==> config.mk <==
export PLATFORM = sky130hd
export DESIGN_NAME = led_panel_blink_refresh
export DESIGN_NICKNAME = d
export VERILOG_FILES = /design/src/hdl/ledpbr_pkg.sv /design/src/hdl/led_panel_blink_refresh.sv
export SDC_FILE = /design/constraint.sdc
export NUM_CORES = 1
export LEC_CHECK = 0
export BUFFER_PORTS_ARGS = -buffer_cell sky130_fd_sc_hd__buf_2
export CORE_MARGIN = 2
export CORE_UTILIZATION = 35
export CTS_CLUSTER_DIAMETER = 50
export DETAILED_ROUTE_END_ITERATION = 12
export GPL_ROUTABILITY_DRIVEN = 1
export HOLD_SLACK_MARGIN = 0.02
export REMOVE_ABC_BUFFERS = 1
export SYNTH_ARGS = -nofsm -noshare
export SYNTH_HDL_FRONTEND = slang
export SYNTH_SLANG_ARGS = --single-unit
==> constraint.sdc <==
create_clock -name clk -period 2.7 [get_ports clk]
set_clock_uncertainty 0.1 [all_clocks]
set_input_delay 0.27 -clock clk [delete_from_list [all_inputs] [get_ports clk]]
set_output_delay 0.27 -clock clk [all_outputs]
set_load 0.1 [all_outputs]
==> src/hdl/ledpbr_pkg.sv <==
// Package for the LED panel refresh engine: sizes, operation and kind codes,
// digit code layout and the indicator-to-row tables.
// No dependencies.
package ledpbr_pkg;

	localparam int NUM_DIGITS    = 12;
	localparam int PATTERN_STEPS = 8;
	localparam int NUM_IND       = 12;
	localparam int NUM_FLASH     = 6;

	localparam int DIG_AW  = $clog2(NUM_DIGITS);
	localparam int IND_AW  = $clog2(NUM_IND);
	localparam int FL_AW   = $clog2(NUM_FLASH);
	localparam int PSTEP_W = $clog2(PATTERN_STEPS);
	localparam int OUT_CW  = $clog2(NUM_DIGITS + 3);

	localparam logic [3:0] PHASE_LAST     = 4'd9;
	localparam logic [2:0] STEP_LAST_TICK = 3'd5;
	localparam logic [PSTEP_W-1:0] PSTEP_LAST = PSTEP_W'(PATTERN_STEPS - 1);

	localparam logic [3:0] DIGIT_BLANK = 4'd15;
	localparam logic [3:0] DIGIT_OFF   = 4'd10;
	localparam logic [3:0] DIGIT_RAW_A = 4'd11;
	localparam logic [3:0] DIGIT_RAW_B = 4'd12;
	localparam logic [3:0] DIGIT_RAW_C = 4'd13;
	localparam logic [3:0] DIGIT_NONE  = 4'd14;
	localparam logic [3:0] DIGIT_MAX_HEX = 4'd9;

	localparam logic [7:0] RAW_A_BITS = 8'h40;
	localparam logic [7:0] RAW_B_BITS = 8'h01;
	localparam logic [7:0] RAW_C_BITS = 8'h41;

	localparam logic [2:0] OP_TICK  = 3'd0;
	localparam logic [2:0] OP_DIGIT = 3'd1;
	localparam logic [2:0] OP_DOT   = 3'd2;
	localparam logic [2:0] OP_BLINK = 3'd3;
	localparam logic [2:0] OP_PAT   = 3'd4;
	localparam logic [2:0] OP_FLASH = 3'd5;

	localparam logic [1:0] KIND_RAW    = 2'd0;
	localparam logic [1:0] KIND_HEX    = 2'd1;
	localparam logic [1:0] KIND_BLANK  = 2'd2;
	localparam logic [1:0] KIND_BRIGHT = 2'd3;

	// Flash numbers.
	localparam logic [FL_AW-1:0] FL_PLUS  = FL_AW'(0);
	localparam logic [FL_AW-1:0] FL_MINUS = FL_AW'(1);
	localparam logic [FL_AW-1:0] FL_SLEEP = FL_AW'(2);
	localparam logic [FL_AW-1:0] FL_IR    = FL_AW'(3);
	localparam logic [FL_AW-1:0] FL_POWER = FL_AW'(4);
	localparam logic [FL_AW-1:0] FL_CLOCK = FL_AW'(5);

	localparam logic [3:0] IND_IR_RX = 4'd11;
	localparam logic [1:0] FLASH_LOAD = 2'd2;

	typedef struct packed {
		logic       blink;
		logic       dot;
		logic [3:0] val;
	} dcode_t;

	localparam dcode_t DCODE_RESET = '{blink: 1'b0, dot: 1'b0, val: DIGIT_BLANK};

	// Row select for an indicator: 0 selects row a, 1 row b.
	function automatic logic ind_row(input logic [3:0] k);
		case (k)
			4'd3, 4'd4, 4'd5, 4'd6, 4'd7, 4'd8, 4'd9, 4'd10: ind_row = 1'b1;
			default: ind_row = 1'b0;
		endcase
	endfunction

	function automatic logic [7:0] ind_mask(input logic [3:0] k);
		case (k)
			4'd0:    ind_mask = 8'h0A;
			4'd1:    ind_mask = 8'h40;
			4'd2:    ind_mask = 8'h04;
			4'd3:    ind_mask = 8'h04;
			4'd4:    ind_mask = 8'h08;
			4'd5:    ind_mask = 8'h80;
			4'd6:    ind_mask = 8'h10;
			4'd7:    ind_mask = 8'h01;
			4'd8:    ind_mask = 8'h20;
			4'd9:    ind_mask = 8'h02;
			4'd10:   ind_mask = 8'h40;
			4'd11:   ind_mask = 8'h20;
			default: ind_mask = 8'h00;
		endcase
	endfunction

endpackage

==> src/hdl/led_panel_blink_refresh.sv <==
// Refresh engine for a two-chip LED matrix driver: digit store and pattern store
// in synchronous memories, flash counters, phase and step timers, command sequencer.
// Depends on ledpbr_pkg.
//
//   channel  | signals                                   | handshake
//   ---------+-------------------------------------------+-------------------------------
//   command  | operation, index, value                   | taken when start & !busy
//   result   | device, row, kind, payload, dot, last     | strobe high one cycle, no stall
//   config   | cfg_we, cfg_data (case brightness)        | written on any edge with cfg_we
//
// Digit, dot and blink setup read the digit memory, then write it back in ST_WR;
// other setup words complete on acceptance. A tick runs the command burst, preceded
// on a pattern step by a walk of the pattern memory, one entry a cycle.
// Each result passes the output register, so results trail busy by that register.
// Reset is asynchronous; valid bits make unwritten entries read as their reset
// value, so no clearing pass is needed. The receiver cannot stall.
module led_panel_blink_refresh (
	input  logic       clk,
	input  logic       arst_n,
	input  logic       start,
	output logic       busy,
	input  logic [2:0] operation,
	input  logic [3:0] index,
	input  logic [7:0] value,
	input  logic       cfg_we,
	input  logic [7:0] cfg_data,
	output logic       strobe,
	output logic       device,
	output logic [2:0] row,
	output logic [1:0] kind,
	output logic [7:0] payload,
	output logic       dot,
	output logic       last
);

	localparam logic [1:0] ST_IDLE = 2'd0;
	localparam logic [1:0] ST_WR   = 2'd1;
	localparam logic [1:0] ST_PAT  = 2'd2;
	localparam logic [1:0] ST_OUT  = 2'd3;

	logic [1:0] state_q;
	logic [3:0] phase_cnt_q;
	logic       phase_q;
	logic [2:0] step_cnt_q;
	logic [ledpbr_pkg::PSTEP_W-1:0] pstep_q;
	logic [7:0] row_a_q;
	logic [7:0] row_b_q;
	logic [1:0] flash_q [ledpbr_pkg::NUM_FLASH];
	logic [ledpbr_pkg::NUM_DIGITS-1:0] dig_vld_q;
	logic [ledpbr_pkg::NUM_IND-1:0]    pat_vld_q;
	logic       pat11_zero_q;
	logic [ledpbr_pkg::OUT_CW-1:0] cnt_q;
	logic [7:0] bright_q;
	logic       strobe_q;

	logic [2:0] op_q;
	logic [3:0] idx_q;
	logic [7:0] val_q;

	ledpbr_pkg::dcode_t dig_mem [ledpbr_pkg::NUM_DIGITS];
	logic [7:0]         pat_mem [ledpbr_pkg::NUM_IND];
	ledpbr_pkg::dcode_t dig_rd_q;
	logic               dig_rdv_q;
	logic [7:0]         pat_rd_q;
	logic               pat_rdv_q;

	logic       accept;
	logic [3:0] dig_raddr;
	logic [3:0] pat_raddr;
	ledpbr_pkg::dcode_t dig_eff;
	ledpbr_pkg::dcode_t dig_wdata;
	logic [7:0] pat_eff;

	logic [3:0] ph_nxt;
	logic       tog_nxt;
	logic [2:0] stc_nxt;
	logic       step_go;
	logic [ledpbr_pkg::PSTEP_W-1:0] ps_nxt;
	logic [7:0] ra_fl;
	logic [7:0] rb_fl;

	logic [3:0] pk;
	logic [7:0] pmask;
	logic       pbit;

	logic [3:0] de;
	logic       o_stb;
	logic       o_dev;
	logic [2:0] o_row;
	logic [1:0] o_kind;
	logic [7:0] o_pay;
	logic       o_dot;
	logic       o_last;

	logic       dev_out_q;
	logic [2:0] row_out_q;
	logic [1:0] kind_out_q;
	logic [7:0] pay_out_q;
	logic       dot_out_q;
	logic       last_out_q;

	assign busy   = (state_q != ST_IDLE);
	assign accept = start && !busy;

	assign strobe  = strobe_q;
	assign device  = dev_out_q;
	assign row     = row_out_q;
	assign kind    = kind_out_q;
	assign payload = pay_out_q;
	assign dot     = dot_out_q;
	assign last    = last_out_q;

	// Tick bookkeeping: timers and flash rows, taken as one step on acceptance.
	always_comb begin
		if (phase_cnt_q == ledpbr_pkg::PHASE_LAST) begin
			ph_nxt  = 4'd0;
			tog_nxt = !phase_q;
		end else begin
			ph_nxt  = phase_cnt_q + 4'd1;
			tog_nxt = phase_q;
		end
		stc_nxt = step_cnt_q + 3'd1;
		step_go = (stc_nxt > ledpbr_pkg::STEP_LAST_TICK);
		if (pstep_q == '0) begin
			ps_nxt = ledpbr_pkg::PSTEP_LAST;
		end else begin
			ps_nxt = pstep_q - ledpbr_pkg::PSTEP_W'(1);
		end

		ra_fl = row_a_q;
		rb_fl = row_b_q;
		// Plus and minus clear when idle; power, sleep and clock hold their bit.
		if (flash_q[ledpbr_pkg::FL_PLUS] != 2'd0) rb_fl[4] = 1'b1;
		else rb_fl[4] = 1'b0;
		if (flash_q[ledpbr_pkg::FL_MINUS] != 2'd0) rb_fl[7] = 1'b1;
		else rb_fl[7] = 1'b0;
		if (flash_q[ledpbr_pkg::FL_POWER] != 2'd0) ra_fl[6] = 1'b1;
		if (flash_q[ledpbr_pkg::FL_SLEEP] != 2'd0) ra_fl[2] = 1'b1;
		if (flash_q[ledpbr_pkg::FL_CLOCK] != 2'd0) rb_fl[2] = 1'b1;
		// The ir bit stays when the ir receive pattern is running.
		if (flash_q[ledpbr_pkg::FL_IR] != 2'd0) rb_fl[3] = 1'b1;
		else if (pat11_zero_q) rb_fl[3] = 1'b0;
	end

	// Memory read addresses and the effective (valid-qualified) read data.
	always_comb begin
		if (state_q == ST_IDLE) begin
			dig_raddr = index;
		end else begin
			dig_raddr = 4'(cnt_q) - 4'd1;
		end
		pat_raddr = 4'(cnt_q);
		dig_eff   = dig_rdv_q ? dig_rd_q : ledpbr_pkg::DCODE_RESET;
		pat_eff   = pat_rdv_q ? pat_rd_q : 8'h00;

		dig_wdata = dig_eff;
		case (op_q)
			ledpbr_pkg::OP_DIGIT: begin
				dig_wdata.val = (val_q > 8'(ledpbr_pkg::DIGIT_BLANK)) ?
					ledpbr_pkg::DIGIT_BLANK : val_q[3:0];
			end
			ledpbr_pkg::OP_DOT:   dig_wdata.dot   = val_q[0];
			ledpbr_pkg::OP_BLINK: dig_wdata.blink = val_q[0];
			default: dig_wdata = dig_eff;
		endcase

		pk    = 4'(cnt_q) - 4'd1;
		pmask = ledpbr_pkg::ind_mask(pk);
		pbit  = pat_eff[pstep_q];
	end

	always_ff @(posedge clk) begin
		if (state_q == ST_WR) begin
			dig_mem[idx_q[ledpbr_pkg::DIG_AW-1:0]] <= dig_wdata;
		end
		dig_rd_q <= dig_mem[dig_raddr[ledpbr_pkg::DIG_AW-1:0]];
	end

	always_ff @(posedge clk) begin
		if (accept && operation == ledpbr_pkg::OP_PAT &&
				index < 4'(ledpbr_pkg::NUM_IND)) begin
			pat_mem[index[ledpbr_pkg::IND_AW-1:0]] <= value;
		end
		pat_rd_q <= pat_mem[pat_raddr[ledpbr_pkg::IND_AW-1:0]];
	end

	// Result formation in the command burst.
	always_comb begin
		de     = 4'(cnt_q) - 4'd2;
		o_stb  = 1'b0;
		o_dev  = 1'b0;
		o_row  = 3'd0;
		o_kind = ledpbr_pkg::KIND_RAW;
		o_pay  = 8'h00;
		o_dot  = 1'b0;
		o_last = 1'b0;
		if (state_q == ST_OUT) begin
			o_stb = 1'b1;
			if (cnt_q == '0) begin
				o_dev = 1'b1;
				o_pay = row_a_q;
			end else if (cnt_q == ledpbr_pkg::OUT_CW'(1)) begin
				o_dev = 1'b1;
				o_row = 3'd3;
				o_pay = row_b_q;
			end else if (cnt_q == ledpbr_pkg::OUT_CW'(ledpbr_pkg::NUM_DIGITS + 2)) begin
				o_kind = ledpbr_pkg::KIND_BRIGHT;
				o_pay  = bright_q;
				o_last = 1'b1;
			end else begin
				o_dev = (de >= 4'd8);
				o_row = (de < 4'd8) ? 3'(4'd7 - de) : 3'(4'd15 - de);
				o_dot = dig_eff.dot;
				if (dig_eff.val == ledpbr_pkg::DIGIT_BLANK || (dig_eff.blink && phase_q)) begin
					o_kind = ledpbr_pkg::KIND_BLANK;
				end else if (de == 4'd0 && dig_eff.val > ledpbr_pkg::DIGIT_MAX_HEX) begin
					// Digit 0 carries the special codes: blank, three raw rows, nothing.
					o_row = 3'd7;
					o_dev = 1'b0;
					case (dig_eff.val)
						ledpbr_pkg::DIGIT_OFF: o_kind = ledpbr_pkg::KIND_BLANK;
						ledpbr_pkg::DIGIT_RAW_A: begin
							o_pay = ledpbr_pkg::RAW_A_BITS;
							o_dot = 1'b0;
						end
						ledpbr_pkg::DIGIT_RAW_B: begin
							o_pay = ledpbr_pkg::RAW_B_BITS;
							o_dot = 1'b0;
						end
						ledpbr_pkg::DIGIT_RAW_C: begin
							o_pay = ledpbr_pkg::RAW_C_BITS;
							o_dot = 1'b0;
						end
						default: o_stb = 1'b0;
					endcase
				end else begin
					o_kind = ledpbr_pkg::KIND_HEX;
					o_pay  = {4'd0, dig_eff.val};
				end
			end
		end
	end

	always_ff @(posedge clk) begin
		dev_out_q  <= o_dev;
		row_out_q  <= o_row;
		kind_out_q <= o_kind;
		pay_out_q  <= o_pay;
		dot_out_q  <= o_dot;
		last_out_q <= o_last;
		if (accept) begin
			op_q  <= operation;
			idx_q <= index;
			val_q <= value;
		end
	end

	always_ff @(posedge clk or negedge arst_n) begin
		if (!arst_n) begin
			state_q      <= ST_IDLE;
			phase_cnt_q  <= 4'd0;
			phase_q      <= 1'b0;
			step_cnt_q   <= 3'd0;
			pstep_q      <= ledpbr_pkg::PSTEP_LAST;
			row_a_q      <= 8'h00;
			row_b_q      <= 8'h00;
			for (int i = 0; i < ledpbr_pkg::NUM_FLASH; i++) flash_q[i] <= 2'd0;
			dig_vld_q    <= '0;
			pat_vld_q    <= '0;
			pat11_zero_q <= 1'b1;
			cnt_q        <= '0;
			bright_q     <= 8'd1;
			strobe_q     <= 1'b0;
			dig_rdv_q    <= 1'b0;
			pat_rdv_q    <= 1'b0;
		end else begin
			strobe_q  <= o_stb;
			dig_rdv_q <= (dig_raddr < 4'(ledpbr_pkg::NUM_DIGITS)) &&
				dig_vld_q[dig_raddr[ledpbr_pkg::DIG_AW-1:0]];
			pat_rdv_q <= (pat_raddr < 4'(ledpbr_pkg::NUM_IND)) &&
				pat_vld_q[pat_raddr[ledpbr_pkg::IND_AW-1:0]];
			if (cfg_we) begin
				bright_q <= cfg_data;
			end
			case (state_q)
				ST_IDLE: begin
					if (accept) begin
						case (operation)
							ledpbr_pkg::OP_TICK: begin
								phase_cnt_q <= ph_nxt;
								phase_q     <= tog_nxt;
								row_a_q     <= ra_fl;
								row_b_q     <= rb_fl;
								for (int i = 0; i < ledpbr_pkg::NUM_FLASH; i++) begin
									if (flash_q[i] != 2'd0) flash_q[i] <= flash_q[i] - 2'd1;
								end
								cnt_q <= '0;
								if (step_go) begin
									step_cnt_q <= 3'd0;
									pstep_q    <= ps_nxt;
									state_q    <= ST_PAT;
								end else begin
									step_cnt_q <= stc_nxt;
									state_q    <= ST_OUT;
								end
							end
							ledpbr_pkg::OP_DIGIT, ledpbr_pkg::OP_DOT,
							ledpbr_pkg::OP_BLINK: begin
								if (index < 4'(ledpbr_pkg::NUM_DIGITS)) state_q <= ST_WR;
							end
							ledpbr_pkg::OP_PAT: begin
								if (index < 4'(ledpbr_pkg::NUM_IND)) begin
									pat_vld_q[index[ledpbr_pkg::IND_AW-1:0]] <= 1'b1;
								end
								if (index == ledpbr_pkg::IND_IR_RX) begin
									pat11_zero_q <= (value == 8'h00);
								end
							end
							ledpbr_pkg::OP_FLASH: begin
								if (index < 4'(ledpbr_pkg::NUM_FLASH)) begin
									flash_q[index[ledpbr_pkg::FL_AW-1:0]] <= ledpbr_pkg::FLASH_LOAD;
								end
							end
							default: ;
						endcase
					end
				end
				ST_WR: begin
					dig_vld_q[idx_q[ledpbr_pkg::DIG_AW-1:0]] <= 1'b1;
					state_q <= ST_IDLE;
				end
				ST_PAT: begin
					// Entry cnt-1 arrives from the pattern memory while entry cnt is read.
					if (cnt_q != '0) begin
						if (ledpbr_pkg::ind_row(pk)) begin
							row_b_q <= pbit ? (row_b_q | pmask) : (row_b_q & ~pmask);
						end else begin
							row_a_q <= pbit ? (row_a_q | pmask) : (row_a_q & ~pmask);
						end
					end
					if (cnt_q == ledpbr_pkg::OUT_CW'(ledpbr_pkg::NUM_IND)) begin
						cnt_q   <= '0;
						state_q <= ST_OUT;
					end else begin
						cnt_q <= cnt_q + ledpbr_pkg::OUT_CW'(1);
					end
				end
				ST_OUT: begin
					if (cnt_q == ledpbr_pkg::OUT_CW'(ledpbr_pkg::NUM_DIGITS + 2)) begin
						cnt_q   <= '0;
						state_q <= ST_IDLE;
					end else begin
						cnt_q <= cnt_q + ledpbr_pkg::OUT_CW'(1);
					end
				end
				default: state_q <= ST_IDLE;
			endcase
		end
	end

endmodule
# Yosys cells after proc, flatten, opt, wreduce, memory -nomap -nowiden

Memories as Yosys holds them, arrays and structs flattened. A register that Yosys moved wholly into a read port is not among the register bits.
Index checks and enable logic that the tools add are counted.

Flip-flop bits (word level): 112
RAM bits: 168
ROM bits: 144
Input port bits: 27
Word-level logic and storage cells: 281
Memories kept: 4

$add $sub $neg: 14
Order comparisons: 18
Equality and inequality tests: 41
Multiplexer cells: 98
Bitwise logic cells: 14
Reduce and logical (&&, ||, !) cells: 56

Memory list:

| name             | depth | bits a word | read ports | clocked after memory_dff | write ports | RTL line                      | RTL |
|---|---|---|---|---|---|---|---|
| (name not given) | 16    | 8           | 1          | 0                        | 0           | ledpbr_pkg.sv:73              | `case (k)` |
| pat_mem          | 12    | 8           | 1          | 1                        | 1           | led_panel_blink_refresh.sv:61 | `logic [7:0] pat_mem [ledpbr_pkg::NUM_IND];` |
| dig_mem          | 12    | 6           | 1          | 1                        | 1           | led_panel_blink_refresh.sv:60 | `ledpbr_pkg::dcode_t dig_mem [ledpbr_pkg::NUM_DIGITS];` |
| (name not given) | 16    | 1           | 1          | 0                        | 0           | ledpbr_pkg.sv:66              | `case (k)` |

Operator list:

| kind                  | number |
|---|---|
| $mux W8               | 14 |
| $reduce_and A5 Y1     | 8 |
| $mux W1               | 37 |
| $eq A4 B4 Y1 const B  | 9 |
| $mux W2               | 17 |
| $mux W4               | 8 |
| $pmux W8 S2           | 2 |
| $ne A2 B2 Y1 const B  | 12 |
| $or A12 B12 Y12       | 2 |
| $pmux W12 S2          | 1 |
| $reduce_and A4 Y1     | 6 |
| $reduce_and A6 Y1     | 4 |
| $pmux W7 S3           | 1 |
| $lt A4 B5 Y1 const B  | 4 |
| $reduce_bool A2 Y1    | 9 |
| $and A8 B8 Y8         | 2 |
| $lt A4 B4 Y1 const B  | 4 |
| $or A8 B8 Y8          | 2 |
| $mux W3               | 5 |
| $mux W7               | 2 |
| $eq A3 B2 Y1 const B  | 4 |
| $mux W12              | 1 |
| $pmux W4 S3           | 1 |
| $sub A2 B1 Y2 const B | 6 |
| 49 further kinds      | 80 |

# Logic depth before layout (Yosys ltp)

Gate-level depths: netlist of the first run.

Word-level depth: 10
Depth in mapped cells: 10
Depth with buffers taken out: 9

# Least setup slack after synthesis of the first run

Ideal clock, no wire load.

Path kind: register to register
Start: register cnt_q[2] (netlist bit)
End: register row_b_q[1]
Library setup time: 0.125 ns
Data arrival time: 2.620 ns
Data required time: 2.475 ns
Path slack: -0.145 ns
Stages on the path, launching flop included: 10
Path through: dfrtp_1 clkbuf_1 inv_1 clkbuf_1 ha_1 a21boi_4 mux2i_1 nand3_2 nor3_1 mux2_2

Cells in the longest elaborated chain, start to end: 8
Elaborated cells on any way between the ends: 14

RTL lines:

| element                | RTL line                       | RTL |
|---|---|---|
| start, declared        | led_panel_blink_refresh.sv:52  | `logic [ledpbr_pkg::OUT_CW-1:0] cnt_q;` |
| start signal, assigned | led_panel_blink_refresh.sv:345 | `cnt_q <= cnt_q + ledpbr_pkg::OUT_CW'(1);` |
| start signal, assigned | led_panel_blink_refresh.sv:353 | `cnt_q <= cnt_q + ledpbr_pkg::OUT_CW'(1);` |
| $sub A4 B1 Y4          | led_panel_blink_refresh.sv:167 | `pk = 4'(cnt_q) - 4'd1;` |
| $mem_v2 Z16 W8         | n/a                            |  |
| $not A8 Y8             | led_panel_blink_refresh.sv:336 | `row_b_q <= pbit ? (row_b_q \| pmask) : (row_b_q & ~pmask);` |
| $and A8 B8 Y8          | led_panel_blink_refresh.sv:336 |  |
| $mux W8                | led_panel_blink_refresh.sv:336 |  |
| $mux W8                | led_panel_blink_refresh.sv:335 | `if (ledpbr_pkg::ind_row(pk)) begin` |
| $mux W8                | led_panel_blink_refresh.sv:334 | `if (cnt_q != '0) begin` |
| $pmux W8 S2            | led_panel_blink_refresh.sv:285 | `case (state_q)` |
| end signal, assigned   | led_panel_blink_refresh.sv:293 | `row_b_q <= rb_fl;` |
| end signal, assigned   | led_panel_blink_refresh.sv:336 |  |
| end, declared          | led_panel_blink_refresh.sv:47  | `logic [7:0] row_b_q;` |

Parallel ways exist; a longest one is shown, timed or not. The select of a mux whose other input is x is not followed.
A chain may end at the register's enable or synchronous reset.

# Worst setup path after layout of the first run

Start: register cnt_q[1] (netlist bit)
End: register, netlist name dig_rd_q[3]

Cells in the longest elaborated chain, start to end: 2

RTL lines:

| element       | RTL line                       | RTL |
|---|---|---|
| $sub A4 B1 Y4 | led_panel_blink_refresh.sv:150 | `dig_raddr = 4'(cnt_q) - 4'd1;` |
| $mux W4       | led_panel_blink_refresh.sv:147 | `if (state_q == ST_IDLE) begin` |

No other way between the ends.

==> impl_metrics.tcl, run 1 <==
set metrics [dict create \
    rsz0062_at_grt "yes" \
    cts_tree "done" \
    drtIter0Drc 715 \
    final_common_cell "edfxtp_1" \
    synthesis.area_um2 12600 \
    placed_area_um2 13700 \
    vias 7942 \
    crit_family "compound AO/OA/AOI/OAI gates" \
    max_slew_margin_pct 41.5 \
    fillCellCount 3257 \
    cp_slowest_stage_delay_ns 0.40 \
    hold_path_startpoint "value[2]" \
    ys_types 78 \
    final_cell_mix "edfxtp_1 (183), nand2_1 (107), dfrtp_1 (75)" \
    initial_utilization_pct 35.5 \
    cts-htree-levels 2 \
    grt_pass1_wl_um 47800 \
    firstDrtPassIters 5 \
    cp_num_buf_inv 4 \
    worstPathArrival_ns 2.85 \
    worstMarginPinSlew_ns 0.868 \
    clockBufferDepth 3 \
    die_w_um 194 \
    crit_chain "inv_2 > buf_4 > ha_1 > inv_1 > ha_1 > buf_4 > or3_1 > o21ai_1 > nand3_1 > a41o_1" \
    yosys_warnings 0 \
    reg2reg_from "cnt_q[1]$_DFFE_PN0P_" \
    critical_path_class "reg -> reg" \
    globalRouteOverflowTotal 0 \
    crit_fanout 7 \
    syn_area_per_cell_um2 13.5 \
    n_antenna_cell 0 \
    worstSetupEndpointType "flop" \
    grt_max_degree 47 \
    worst_hold_slack_ns 0.0314 \
    drtAntennaViolNets 0 \
    routed_wl_um 30600 \
    cp-startpoint "cnt_q[1]$_DFFE_PN0P_" \
    antenna_found_initial 1 \
    worstPathRequired_ns 3.01 \
    hpwl_um 20700 \
    seq_area_frac_synth_pct 64.4 \
    routabilityCongestion 0.823 \
    final_area_um2 15000 \
    grt.total_usage_pct 16.2 \
    io_pins 45 \
    path_clk_slew_ns 0.06 \
    outcome "finished clean" \
    synth_edf_count 183 \
    fin_crit_sh_pct 94.0 \
    hp-class "in -> reg" \
    synthArstFlopShare_pct 27.6 \
    leakage_nw 5.69 \
    ys_ff_latch 294 \
    fp-row-count 69 \
    fp.coreArea_um2 35600 \
    wl_per_cell_um 19.9 \
    port_buffers 44 \
    cts_root_buf "clkbuf_16" \
    register_area_um2 8130 \
    multiInputGateArea_um2 4150 \
    cp_slowest_cell "dfrtp_1" \
    drv_cap 0 \
    cts_inserted_buffers 35 \
    hold_viol 0 \
    yosys-top-cells-area "edfxtp_1 (44%), dfrtp_1 (15%), mux4_2 (5.5%)" \
    power.density_nw_per_um2 1160 \
    cp-start-kind "flop" \
    vdd_drop_max_v 0.000846 \
    viasPerCell 5.18 \
    fmax_mhz 394 \
    fp.dieArea_um2 37600 \
    postLayoutCoreUtil_pct 42.1 \
    synthCells 938 \
    drive_gt1_share_pct 23.5 \
    clock_latency_ns 0.52 \
    layout_min_cycle_time_ns 2.54 \
    yosysTopAreaCell "edfxtp_1" \
    fin_setup_tns_ns 0 \
    yosys_most_used_dff "edfxtp_1" \
    drv_slew 0 \
    first_global_vias 8128 \
    nNetsFinal 1096 \
    clock-sinks 294 \
    syn_to_final_growth_pct 18.6 \
    synth_top_area_share_pct 43.6 \
    finalSetupViolCount 0 \
    die_h_um 194 \
    drc 0 \
]
-- final timing paths --
| path | endpoint | slack, ns | cells after the start |
|---|---|---|---|
| min | pat_mem[3][2]$_DFFE_PP_ | 0.03 | 1 |
| max in group asynchronous | pstep_q[2]$_DFFE_PN1P_ | 1.61 | 3 |
| min in group asynchronous | bright_q[4]$_DFFE_PN0P_ | 0.18 | 2 |
| max reg2reg | dig_rd_q[3]$_DFF_P_ | 0.16 | 10 |
| max | dig_rd_q[3]$_DFF_P_ | 0.16 | 10 |
| min reg2reg | row_a_q[4]$_DFFE_PN0P_ | 0.27 | 0 |
-- sequential cells by signal (all words and copies together) (netlist names), 12 cells and up, named ones only --
register and cells:
pat_mem 96, dig_mem 72, flash_q 12, pat_vld_q 12, dig_vld_q 12
-- through the flow --
stage / power, mW / cells / worst slack, ns
floorplan: 10.6 / 892 / -1.24
global placement: 12.7 / 1455 / 0.172
detailed placement: 12.8 / 1455 / 0.0690
CTS: 17.5 / 1532 / 0.0365
global route: 18.4 / 1534 / -0.00567
finish: 17.4 / 1534 / 0.161
-- layer usage --
| metal | routed length (µm) | GRT usage [%] | up-vias |
|---|---|---|---|
| li1 | - | - | 3732 |
| met1 | 13800 | 22.5 | 3935 |
| met2 | 14400 | 26.5 | 229 |
| met3 | 1660 | 2.56 | 44 |
| met4 | 650 | 4.55 | 2 |
| met5 | 13 | 0 | - |
-- cell families (layout without fill, tap and decap cells) --
kind of cell,after synthesis,in the layout,share of synthesized area [%]
DFF,294,294,64.4
adders and majority gates,23,23,2.28
AOI/OAI and AO/OA,161,161,9.14
muxes,70,70,8.79
buffers and inverters,81,216,2.83
and+or+nand+nor,304,304,12.1
xor gates and xnor gates,5,5,0.407
-- power by group --
group,internal (mW),switching (mW)
Combinational,2.60,4.21
Clock,2.79,1.83
Sequential,5.58,0.421
Total,11.0,6.46
-- synthesized netlist by cell type (14+ instances only) --
cell and instances:
edfxtp_1 183, nand2_1 107, dfrtp_1 76, o21ai_0 48, nor2_1 43, inv_1 33, mux4_2 31, dfxtp_1 30
nand3_1 28, ha_1 23, mux2i_1 23, or2_2 23, nor3_1 22, clkbuf_1 21, a21oi_1 20, buf_2 18
nand2b_1 16, mux2_2 14
-- worst register-to-register path, cell delays in order, from the launching register on --
cell	delay, ns
dfrtp_1	0.40
inv_2	0.11
buf_4	0.13
ha_1	0.13
inv_1	0.04
ha_1	0.31
buf_4	0.17
or3_1	0.33
o21ai_1	0.28
nand3_1	0.16
a41o_1	0.26
-- cell type report --
class | count | area share (%)
sequential | 294 | 54.4
multi-input combinational | 563 | 27.7
clock buffer | 51 | 6.67
timing repair buffer | 117 | 5.54
tap | 461 | 3.86
clock inverter | 13 | 0.979
inverter | 35 | 0.878
-- what timing repair did --
action	4_1_cts	5_1_grt
resized for setup	0	3
buffers inserted	0	2
hold buffers	13	0
endpoints found under the setup margin	0	13
hold endpoints to repair	46	0
Power figures use the tool's default switching activity.
==> run 2: changes to the inputs <==
SETUP_SLACK_MARGIN = 0.5   (was unset)
==> impl_metrics.tcl, run 2 (synthesis results as in run 1) <==
set metrics [dict create \
    outcome "finished clean" \
    final_common_cell "edfxtp_1" \
    vdd_drop_max_v 0.000873 \
    finalSetupViolCount 0 \
    grt_pass1_wl_um 48700 \
    clockBufferDepth 3 \
    port_buffers 44 \
    final_cells 1555 \
    wl_per_cell_um 20.3 \
    syn_to_final_growth_pct 24.1 \
    cts_root_buf "clkbuf_16" \
    fillCellCount 3175 \
    die_w_um 194 \
    clock-sinks 294 \
    critical_path_class "reg -> reg" \
    antenna_found_initial 1 \
    die_h_um 194 \
    cts-htree-levels 2 \
    cp-start-kind "flop" \
    hp-class "in -> reg" \
    routabilityCongestion 0.823 \
    cts_inserted_buffers 35 \
    fp-row-count 69 \
    fmax_mhz 437 \
    fin_crit_sh_pct 84.8 \
    placed_area_um2 13700 \
    largest_reg_flops 96 \
    cts_tree "done" \
    met2_usage_pct 27.2 \
    final_cell_mix "edfxtp_1 (183), nand2_1 (107), dfrtp_1 (73)" \
    hpwl_um 20700 \
    crit_fanout 4 \
    viasPerCell 5.24 \
    path_clk_slew_ns 0.06 \
    drc 0 \
    rsz0062_at_grt "yes" \
    p_total_mw 19.0 \
    io_pins 45 \
    worstPathArrival_ns 2.57 \
    nNetsFinal 1117 \
    drive_gt1_share_pct 30.8 \
    fp.dieArea_um2 37600 \
    worstMarginPinSlew_ns 0.807 \
    hold_viol 0 \
    routed_wl_um 31600 \
    layout_min_cycle_time_ns 2.29 \
    globalRouteOverflowTotal 0 \
    worstSetupEndpointType "flop" \
    final_area_um2 15700 \
    grt.busiest_layer "met2" \
    n_antenna_cell 0 \
    leakage_nw 5.90 \
    max_slew_margin_pct 45.6 \
    drv_slew 0 \
    grt_max_degree 47 \
    drv_cap 0 \
    clock_latency_ns 0.52 \
    initial_utilization_pct 35.5 \
    first_global_vias 8294 \
    grt.total_usage_pct 16.5 \
    dp.cells 1455 \
    grt_use_met1_pct 22.7 \
    fp.coreArea_um2 35600 \
    drtAntennaViolNets 0 \
    worstPathRequired_ns 2.98 \
    drtIter0Drc 630 \
    vias 8149 \
    met3_usage_pct 2.71 \
    power.density_nw_per_um2 1210 \
    firstDrtPassIters 7 \
]
[run 2: cell count changes in the layout (fill, tap and decap cells not counted), moves of 4 or more]
cell | previous run | this run
buf_6 | 0 | 5
mux2i_4 | 0 | 4
nor3_1 | 21 | 15
a221oi_1 | 13 | 8
nor3_2 | 4 | 8
ha_1 | 23 | 19
mux2i_1 | 23 | 16
buf_12 | 2 | 6
nand3_2 | 1 | 9
nand3_1 | 28 | 19
a221oi_2 | 0 | 5
buf_4 | 59 | 69
a211oi_1 | 7 | 3
[run 2: cell type report]
cell class | instances | area, µm² | area share, %
Multi-Input combinational cell | 564 | 4580 | 29.3
Clock buffer | 51 | 997 | 6.37
Timing Repair Buffer | 137 | 1090 | 6.97
Tap cell | 461 | 577 | 3.68
Clock inverter | 13 | 146 | 0.935
Inverter | 35 | 134 | 0.855
Sequential cell | 294 | 8130 | 51.9
[run 2: final timing paths]
check                                  startpoint                      end  slack, ns  cells after the start
min reg2reg                row_a_q[4]$_DFFE_PN0P_   row_a_q[4]$_DFFE_PN0P_       0.27                      0
max reg2reg                  cnt_q[1]$_DFFE_PN0P_   row_a_q[1]$_DFFE_PN0P_       0.41                     10
min                                      value[2]  pat_mem[3][2]$_DFFE_PP_       0.03                      1
max in group asynchronous                  arst_n   pstep_q[2]$_DFFE_PN1P_       1.61                      3
max                          cnt_q[1]$_DFFE_PN0P_   row_a_q[1]$_DFFE_PN0P_       0.41                     10
min in group asynchronous                  arst_n         strobe$_DFF_PN0_       0.18                      2
[run 2: timing repair]
| action | 4_1_cts | 5_1_grt |
|---|---|---|
| setup buffers | 17 | 3 |
| hold buffers | 13 | 0 |
| cloned | 1 | 2 |
| setup endpoints to repair | 85 | 48 |
| endpoints found under the hold margin | 46 | 0 |
| pin swaps | 9 | 12 |
| resized for setup | 60 | 42 |
[run 2: routing by layer]
| layer | wire length, µm | vias up |
|---|---|---|
| met1 | 14300 | 4088 |
| met4 | 688 | 2 |
| met3 | 1610 | 47 |
| met5 | 13 | - |
| li1 | - | 3777 |
| met2 | 15000 | 235 |
[run 2: power breakdown]
group | leakage [nW] | internal, mW | total (mW) | switching [mW]
clock | 0.560 | 2.79 | 4.62 | 1.83
combinational | 2.46 | 3.56 | 8.39 | 4.83
sequential | 2.88 | 5.58 | 6.02 | 0.438
total | 5.90 | 11.9 | 19.0 | 7.10
[run 2: metrics by stage]
step,hold slack [ns],utilization [%],TNS [ns],worst slack [ns]
4_1_cts,0.0260,43.3,0,0.457
3_3_place_gp,0.195,38.4,0,0.172
6_report,0.0319,44.0,0,0.410
3_5_place_dp,0.196,38.4,0,0.0690
2_1_floorplan,-0.126,-,-30.17,-1.24
5_1_grt,0.0317,44.0,0,0.334
[run 2: worst max-delay path, stage by stage (launching register included)]
cell and delay [ns]:
dfrtp_1 0.39, inv_2 0.10, buf_6 0.11, ha_4 0.11, inv_2 0.04, ha_4 0.24
nor3b_4 0.22, mux2i_4 0.12, a21boi_2 0.18, nor3b_2 0.23, mux2_4 0.32
